--- src/sv/ocl_pkg.sv ---
`default_nettype none
// ----------------------------------------------------------------------------
// ocl_pkg: shared types and constants of the orbit labeling block
// Sizes of the permutation table and the site layout, the input and result
// word formats, register indexes and the control group of the image cells.
// ----------------------------------------------------------------------------
package ocl_pkg;

    // Table depth, sites per labeling and bits kept of each label.
    localparam int MAX_PERMS  = 64;
    localparam int MAX_SITES  = 16;
    localparam int LABEL_BITS = 4;

    // The packed word layout: sixteen 4-bit nibbles, site 0 on top.
    localparam int NIB_BITS   = 4;
    localparam int NIB_COUNT  = 16;
    localparam int WORD_BITS  = NIB_BITS * NIB_COUNT;

    localparam int PERM_IDX_W = (MAX_PERMS > 1) ? $clog2(MAX_PERMS) : 1;
    localparam int COUNT_W    = 7;
    localparam int SITES_W    = 5;
    localparam int SLOT_W     = 6;

    localparam int CFG_IDX_W  = 1;
    localparam int CFG_DATA_W = 7;

    localparam logic [CFG_IDX_W-1:0] REG_PERM_COUNT = 1'd0;
    localparam logic [CFG_IDX_W-1:0] REG_SITE_COUNT = 1'd1;

    localparam logic MODE_LOAD     = 1'b0;
    localparam logic MODE_CLASSIFY = 1'b1;

    typedef struct packed {
        logic                 mode;
        logic [SLOT_W-1:0]    perm_slot;
        logic [WORD_BITS-1:0] perm_row;
        logic [WORD_BITS-1:0] labeling;
    } in_word_t;

    typedef struct packed {
        logic [WORD_BITS-1:0] canonical;
        logic                 superperiodic;
    } out_word_t;

    // Control shared by every cell of the image chain.
    typedef struct packed {
        logic clear;
        logic shift;
    } cell_ctrl_t;

endpackage : ocl_pkg
`default_nettype wire

--- src/sv/ocl_permute.sv ---
`default_nettype none
// ----------------------------------------------------------------------------
// ocl_permute: applies one permutation row to a labeling
// Registered stage: image[k] = label[row[k]], with sites at or beyond the
// site count, and row entries that point at them, reading as zero.
// ----------------------------------------------------------------------------
module ocl_permute (
    input  wire logic                          aclk,
    input  wire logic                          aresetn,
    input  wire logic                          in_valid,
    input  wire logic                          in_last,
    input  wire logic [ocl_pkg::WORD_BITS-1:0] row,
    input  wire logic [ocl_pkg::WORD_BITS-1:0] labeling,
    input  wire logic [ocl_pkg::SITES_W-1:0]   sites,
    output logic                               out_valid,
    output logic                               out_last,
    output logic [ocl_pkg::WORD_BITS-1:0]      image
);
    import ocl_pkg::*;

    localparam logic [NIB_BITS-1:0] LABEL_MASK = NIB_BITS'((1 << LABEL_BITS) - 1);

    logic [NIB_BITS-1:0]  lab_nib [NIB_COUNT];
    logic [WORD_BITS-1:0] image_next;
    logic                 valid_reg;
    logic                 last_reg;
    logic [WORD_BITS-1:0] image_reg;

    always_comb begin
        logic [NIB_BITS-1:0] src;
        logic [NIB_BITS-1:0] val;
        image_next = '0;
        for (int k = 0; k < NIB_COUNT; k++) begin
            lab_nib[k] = labeling[WORD_BITS-NIB_BITS*(k+1) +: NIB_BITS];
        end
        for (int k = 0; k < NIB_COUNT; k++) begin
            src = row[WORD_BITS-NIB_BITS*(k+1) +: NIB_BITS];
            val = '0;
            if ((k < MAX_SITES) && (SITES_W'(k) < sites) && ({1'b0, src} < sites)) begin
                val = lab_nib[src] & LABEL_MASK;
            end
            image_next[WORD_BITS-NIB_BITS*(k+1) +: NIB_BITS] = val;
        end
    end

    always_ff @(posedge aclk) begin
        if (!aresetn) begin
            valid_reg <= 1'b0;
            last_reg  <= 1'b0;
        end else begin
            valid_reg <= in_valid;
            last_reg  <= in_valid & in_last;
        end
    end

    always_ff @(posedge aclk) begin
        if (in_valid) begin
            image_reg <= image_next;
        end
    end

    assign out_valid = valid_reg;
    assign out_last  = last_reg;
    assign image     = image_reg;

endmodule : ocl_permute
`default_nettype wire

--- config.mk ---
export PLATFORM = sky130hd
export DESIGN_NAME = ocl_permute
export DESIGN_NICKNAME = d
export VERILOG_FILES = /design/src/sv/ocl_pkg.sv /design/src/sv/ocl_permute.sv
export SDC_FILE = /design/constraint.sdc
export NUM_CORES = 1
export LEC_CHECK = 0
export ABC_AREA = 0
export BUFFER_PORTS_ARGS = -buffer_cell sky130_fd_sc_hd__buf_4
export CAP_MARGIN = 40
export CORE_MARGIN = 5
export CORE_UTILIZATION = 52
export DETAILED_ROUTE_END_ITERATION = 10
export PLACE_DENSITY = 0.82
export SETUP_SLACK_MARGIN = 0.5
export SLEW_MARGIN = 20
export SYNTH_ARGS = -nofsm -noshare
export SYNTH_HDL_FRONTEND = slang
export SYNTH_SLANG_ARGS = --single-unit
export TNS_END_PERCENT = 30
--- constraint.sdc ---
create_clock -name aclk -period 4.1 [get_ports aclk]
set_input_delay 0.205 -clock aclk [delete_from_list [all_inputs] [get_ports aclk]]
set_output_delay 0.205 -clock aclk [all_outputs]
set_load 0.01 [all_outputs]
# --- Yosys cells after proc, flatten, opt, wreduce, memory -nomap -nowiden ---
# Index checks and enable logic that the tools add are counted.
# W data, S select, Z words.
totals:
  reg_bits: 66
  inputBits: 137
  out_inout_bits: 66
  word_cells: 147
classes:
  n_lt_le_gt_ge: 48
  n_mux: 48
  bitwise: 17
  reduce_logical: 16
op_table:
  columns: ["op", "n"]
  rows:
  - ["$bmux W4 S4", 16]
  - ["$mux W4", 32]
  - ["$ge A5 B5 Y1 const B", 16]
  - ["$lt A4 B5 Y1", 16]
  - ["$not A4 Y5", 16]
  - ["$lt A4 B5 Y1 const A", 8]
  - ["$lt A3 B5 Y1 const A", 4]
  - ["$logic_and A1 B1 Y1", 16]
  - ["$lt A1 B5 Y1 const A", 2]
  - ["$lt A2 B5 Y1 const A", 2]
  - ["$and A1 B1 Y1", 1]

# --- Logic depth before layout (Yosys ltp) ---
# Gate-level depths: netlist (run 1).
depth:
  ltp_word: 4
  depth_mapped: 7
  depth_no_buf: 6

# --- Least setup slack after synthesis (run 1) ---
# No wires, ideal clock.
synth_path:
  path_type: "input port to flip-flop"
  startpoint: "in sites[3] in the netlist's numbering"
  endpoint: "reg image_reg[20], in the netlist image[20] (data pin)"
  setup_time_ns: 0.131
  t_arrival_ns: 1.786
  required_ns: 3.969
  path_slack_ns: 2.183
  cell_stages: 6
  path_buffers: 1
  cell_sequence: "buf_6 inv_1 ha_1 a211o_1 o31ai_1 o211a_1"
synth_via:
  elab_chain_cells: 2
  elab_cells_between_ends: 3
  cone_classes: "2 x order compare; 1 x reduce/logical"
synth_rtl:
  columns: ["item", "line", "rtl"]
  rows:
  - ["from (decl)", "ocl_permute.sv:14", "input wire logic [ocl_pkg::SITES_W-1:0] sites,"]
  - ["$lt A4 B5 Y1", "ocl_permute.sv:39", "if ((k < MAX_SITES) && (SITES_W'(k) < sites) && ({1'b0, src} < sites)) begin"]
  - ["$logic_and A1 B1 Y1 (*)", "ocl_permute.sv:39", null]
  - ["to (signal assigned)", "ocl_permute.sv:58", "image_reg <= image_next;"]
  - ["to (decl)", "ocl_permute.sv:27", "logic [WORD_BITS-1:0] image_reg;"]
# Every way passes the cells marked *; elsewhere a longest branch is shown, timed or not.
# A chain may end at the register's enable or synchronous reset.

# --- Worst setup path after layout (run 1) ---
layout_path:
  startpoint: "in sites[1] in the netlist's numbering"
  endpoint: "reg image_reg[20], in the netlist image[20] (data pin)"
# The elaborated chain is that of the path after synthesis.

==> results.yml, run 1 <==
clock_tree:
  clock-sinks: 66
  clk_pin_slew_worst_paths_ps: 70
  numCtsBuffers: 9
  cts_resized: 0
  hold_buffers: 0
  root_buffer: "clkbuf_16"
  cts_buffer_depth: 2
  cts_setup_buffers: 0
  cts_tree: "built"
  htreeDepth: 3
die:
  start_util_pct: 53.0
  ioPinCount: 203
  fp.coreArea_sq_mm: 0.0228
  die_h_um: 162
  num_rows: 55
  dieArea_sq_mm: 0.0264
  die_w_um: 162
power:
  ir_drop_mv: 0.185
  p_leak_nw: 5.21
  power.density_mw_per_mm2: 249
synthesis:
  yosys_register_bits: 66
  synth_fp_nets: 1065
  yosysTopAreaCell: "mux4_2"
  avgSynthCellArea_sq_um: 13.7
  synth_edf_count: 64
  syn-cell-area_sq_mm: 0.0121
  ys_seq_area_share_pct: 16.3
  yosysUniqueCellTypes: 41
  synthFlopType: "edfxtp_1"
  yosys-top-cells-area: "mux4_2, edfxtp_1, mux2i_1, mux2_2, ha_1"
  yosysWarnings: 0
  syn_inst: 883
  synth_top_area_share_pct: 43.7
  synthArstFlopShare_pct: 0
routing:
  vias: 10500
  drc: 0
  avgViaCountPerCell: 8.27
  ant_nets: 0
  routed_wl_um: 45200
  dr.pass1.iters: 8
  wire_per_inst_um: 35.6
  drtIter0Drc: 1858
timing:
  totalNegativeSetupSlack_ps: 0
  period_share_pct: 52.1
  fin_ws_ps: 1960
  worst_pin_slew_ps: 944
  fin_crit_ps: 2140
  setup_viol: 0
  rsz0062_at_grt: "false"
  hold_violations: 0
  relSlewSlack_pct: 36.6
  finalMaxSlewViolations: 0
  timing.fmax_mhz: 468
global_routing:
  grt_pass1_wl_um: 66700
  grt_pass1_vias: 10800
  antenna_found_initial: 3
  grt_usage_pct: 34.0
  grt_start_max_net_pins: 67
  grt_overflow: 0
hold_path:
  min_path_type: "in2reg"
  min_to: "out_valid$_SDFF_PN0_"
  min_path_cells: 2
  hp-start: "aresetn"
worst_setup_path:
  end_kind: "flip-flop"
  worstPathRequired_ps: 4330
  crit_arrival_ps: 2370
  crit_family: "compound AO/OA/AOI/OAI gates"
  startpoint_type: "primary input"
  crit_path_max_incr_delay_ps: 670
  crit_slowest_cell: "inv_1"
  cp_cell_sequence: "buf_4 > inv_1 > ha_1 > a21oi_1 > nor2_1 > o31ai_1 > o211a_1"
  path_max_fanout: 15
  setup.worst_path.class: "in2reg"
  cp_num_buf_inv: 2
outcome:
  status: "completed"
finish:
  num-fill-cells: 1740
  layout_commonest_cell: "mux4_2"
  final_area_sq_mm: 0.0135
  antenna_cells: 0
  largest_reg_flops: 64
  finish.cell_count_without_fillers: 1269
  drive_gt1_share_pct: 53.8
  syn_to_final_growth_pct: 12.1
  regArea_sq_mm: 0.00196
  multi_input_area_sq_mm: 0.00924
  nNetsFinal: 1133
  layout_common_cells: "mux4_2, buf_4, mux2i_1"
job:
  drv_cap: 0
place:
  dpl.cell_count: 1250
  io_buffers: 202
  dpl_worst_slack_ps: 1720
  dpl_cell_area_sq_mm: 0.0132
  gp_congestion: 0.959
  hpwl_um: 27500
## synth_stat cells, drive strengths merged (5+ instances only)
master / instances
mux2: 56
nor4: 6
a211oi: 10
buf: 80
edfxtp: 64
o21ai: 11
a21oi: 65
nor2b: 5
clkbuf: 68
nand2b: 15
nor3: 14
mux4: 256
mux2i: 120
ha: 45
nor2: 17
nand2: 8
inv: 13
## routing by layer
| layer | global-route usage (%) | wire, um | up-vias |
|---|---|---|---|
| li1 | - | - | 3882 |
| met1 | 43.0 | 13700 | 5030 |
| met2 | 48.9 | 19100 | 1296 |
| met3 | 16.6 | 9240 | 283 |
| met4 | 17.1 | 3110 | 4 |
| met5 | 0 | 32 | - |
## per-stage QoR
stage               hold slack (ps)  utilization (%)  power [mW]
floorplan                       317                -        1.92
CTS                            66.9             59.2        3.31
finish                         64.2             59.4        3.37
detailed placement              427             57.8        2.43
global route                   72.5             59.4        3.48
global placement                423             57.8        2.39
## how the worst max path moves through the flow
stage	end	slack [ps]	cells after the start	from
floorplan	image[20]$_SDFFCE_PN0P_	2180	6	sites[3]
global placement	image[23]$_SDFFCE_PN0P_	1840	7	sites[2]
detailed placement	image[20]$_SDFFCE_PN0P_	1720	7	sites[2]
CTS	image[20]$_SDFFCE_PN0P_	2090	7	sites[2]
global route	image[20]$_SDFFCE_PN0P_	1910	7	sites[1]
finish	image[20]$_SDFFCE_PN0P_	1960	7	sites[1]
## cell type report
cell class,instances,area share [%]
multi-input cells,655,68.3
flip-flops and latches,66,14.5
repair buffers,206,11.6
well taps,313,2.89
clock buffers,11,1.79
clock inverters,5,0.583
inverters,13,0.361
## cell families (layout without fill, tap and decap cells)
group                    Yosys count  after routing  share of synthesized area (%)
buffers and inverters            162            235                           7.17
AND/OR/NAND/NOR                   69             69                           2.92
multiplexers                     432            432                           63.6
AO/OA/AOI/OAI                    109            109                           5.35
adder cells (fa/ha/maj)           45             45                           4.67
flip-flops                        66             66                           16.3
## where the power goes
part | leakage, nW | total, mW | switching [mW] | internal, mW
Sequential | 0.637 | 0.876 | 0.0280 | 0.848
Clock | 0.159 | 0.893 | 0.343 | 0.549
Combinational | 4.41 | 1.60 | 0.804 | 0.800
Total | 5.21 | 3.37 | 1.18 | 2.20
(Power assumes the default switching activity.)
==> run 2, diff against run 1 <==
Clock period 4.1 ns to 2.2 ns, I/O delays scaled along.
==> results.yml, run 2 (synthesis gave the netlist of run 1 again) <==
outcome:
  status: "completed"
die:
  fp.coreArea_sq_mm: 0.0228
  die_w_um: 162
  start_util_pct: 53.0
  num_rows: 55
  dieArea_sq_mm: 0.0264
  die_h_um: 162
  ioPinCount: 203
timing:
  worst_pin_slew_ps: 640
  setup_viol: 0
  relSlewSlack_pct: 56.9
  whs_ps: 136
  timing.fmax_mhz: 627
  finalMaxSlewViolations: 0
  fin_crit_ps: 1600
  period_share_pct: 72.5
  totalNegativeSetupSlack_ps: 0
  hold_violations: 0
  rsz0062_at_grt: "false"
global_routing:
  grt_pass1_vias: 10700
  grt_pass1_wl_um: 66600
  grt_overflow: 0
  grt_usage_pct: 34.1
  grt_start_max_net_pins: 39
  antenna_found_initial: 0
worst_setup_path:
  crit_slowest_cell: "o21ai_0"
  end_kind: "flip-flop"
  startpoint_type: "primary input"
  path_max_fanout: 11
  crit_path_max_incr_delay_ps: 520
  cp_cell_sequence: "buf_4 > inv_1 > buf_4 > ha_1 > inv_1 > o21ai_0 > a21oi_1"
  crit_arrival_ps: 1670
  setup.worst_path.class: "in2reg"
  worstPathRequired_ps: 2280
routing:
  vias: 10500
  drc: 0
  drtIter0Drc: 2007
  ant_nets: 0
  dr.pass1.iters: 6
  routed_wl_um: 45500
  wire_per_inst_um: 35.6
  avgViaCountPerCell: 8.22
place:
  io_buffers: 202
  dpl_cell_area_sq_mm: 0.0133
  hpwl_um: 28100
  gp_congestion: 0.957
clock_tree:
  clock-sinks: 66
  htreeDepth: 3
  root_buffer: "clkbuf_16"
  cts_setup_buffers: 0
  cts_tree: "built"
  cts_buffer_depth: 2
  clk_pin_slew_worst_paths_ps: 60
  numCtsBuffers: 9
finish:
  largest_reg_flops: 64
  syn_to_final_growth_pct: 12.9
  drive_gt1_share_pct: 54.5
  layout_commonest_cell: "mux4_2"
  nNetsFinal: 1141
  layout_common_cells: "mux4_2, buf_4, mux2i_1"
  final_area_sq_mm: 0.0136
  final_core_util_pct: 59.8
  antenna_cells: 0
power:
  power.density_mw_per_mm2: 465
  p_leak_nw: 5.23
  ir_drop_mv: 0.400
  p_total_mw: 6.33
hold_path:
  min_path_type: "in2reg"
  min_to: "image[63]$_SDFFCE_PN0P_"
  min_path_cells: 2
  hp-start: "row[62]"
job:
  drv_cap: 0
==> run 2: what timing repair did <==
| item | 4_1_cts | 5_1_grt |
|---|---|---|
| hold endpoints to repair | 2 | 0 |
| endpoints found under the setup margin | 0 | 4 |
| resized for setup | 0 | 1 |
| hold buffers | 2 | 0 |
==> run 2: final cells by class <==
cell class                      instances  area, sq um
Fill cell                            1701         9160
Timing Repair Buffer                  214         1620
Sequential cell                        66         1960
Clock buffer                           10          239
Multi-Input combinational cell        655         9270
Inverter                               13         52.6
Clock inverter                          6         88.8
Tap cell                              313          392
==> run 2: metrics by stage <==
stage          setup slack (ps)  cells
5_1_grt                     531   1277
6_report                    604   1277
4_1_cts                     574   1277
2_1_floorplan               552    883
3_5_place_dp                205   1259
3_3_place_gp                295   1259
==> run 2: routing by layer <==
metal | global-route usage, % | wire length (um)
met3 | 15.7 | 8780
met1 | 44.0 | 14400
met5 | 0.379 | 0
met4 | 17.3 | 3410
met2 | 48.8 | 18900
==> run 2: worst max-delay path, delay by kind of cell <==
kind	cells	cell delay, ps
fa+ha+maj	1	290
compound gates	2	670
buf+inv	4	590
==> run 2: power breakdown <==
group	switching, mW	internal, mW
registers	0.0564	1.58
clock network	0.659	1.03
logic	1.51	1.50
total	2.22	4.11
==> run 2: how the worst max path moves through the flow <==
stage	cells after the start	endpoint	startpoint
after floorplan	6	image[20]$_SDFFCE_PN0P_	sites[3]
after global placement	8	image[63]$_SDFFCE_PN0P_	sites[2]
after detailed placement	8	image[60]$_SDFFCE_PN0P_	sites[2]
after CTS	8	image[60]$_SDFFCE_PN0P_	sites[2]
after global routing	8	image[60]$_SDFFCE_PN0P_	sites[2]
final	7	image[14]$_SDFFCE_PN0P_	sites[2]
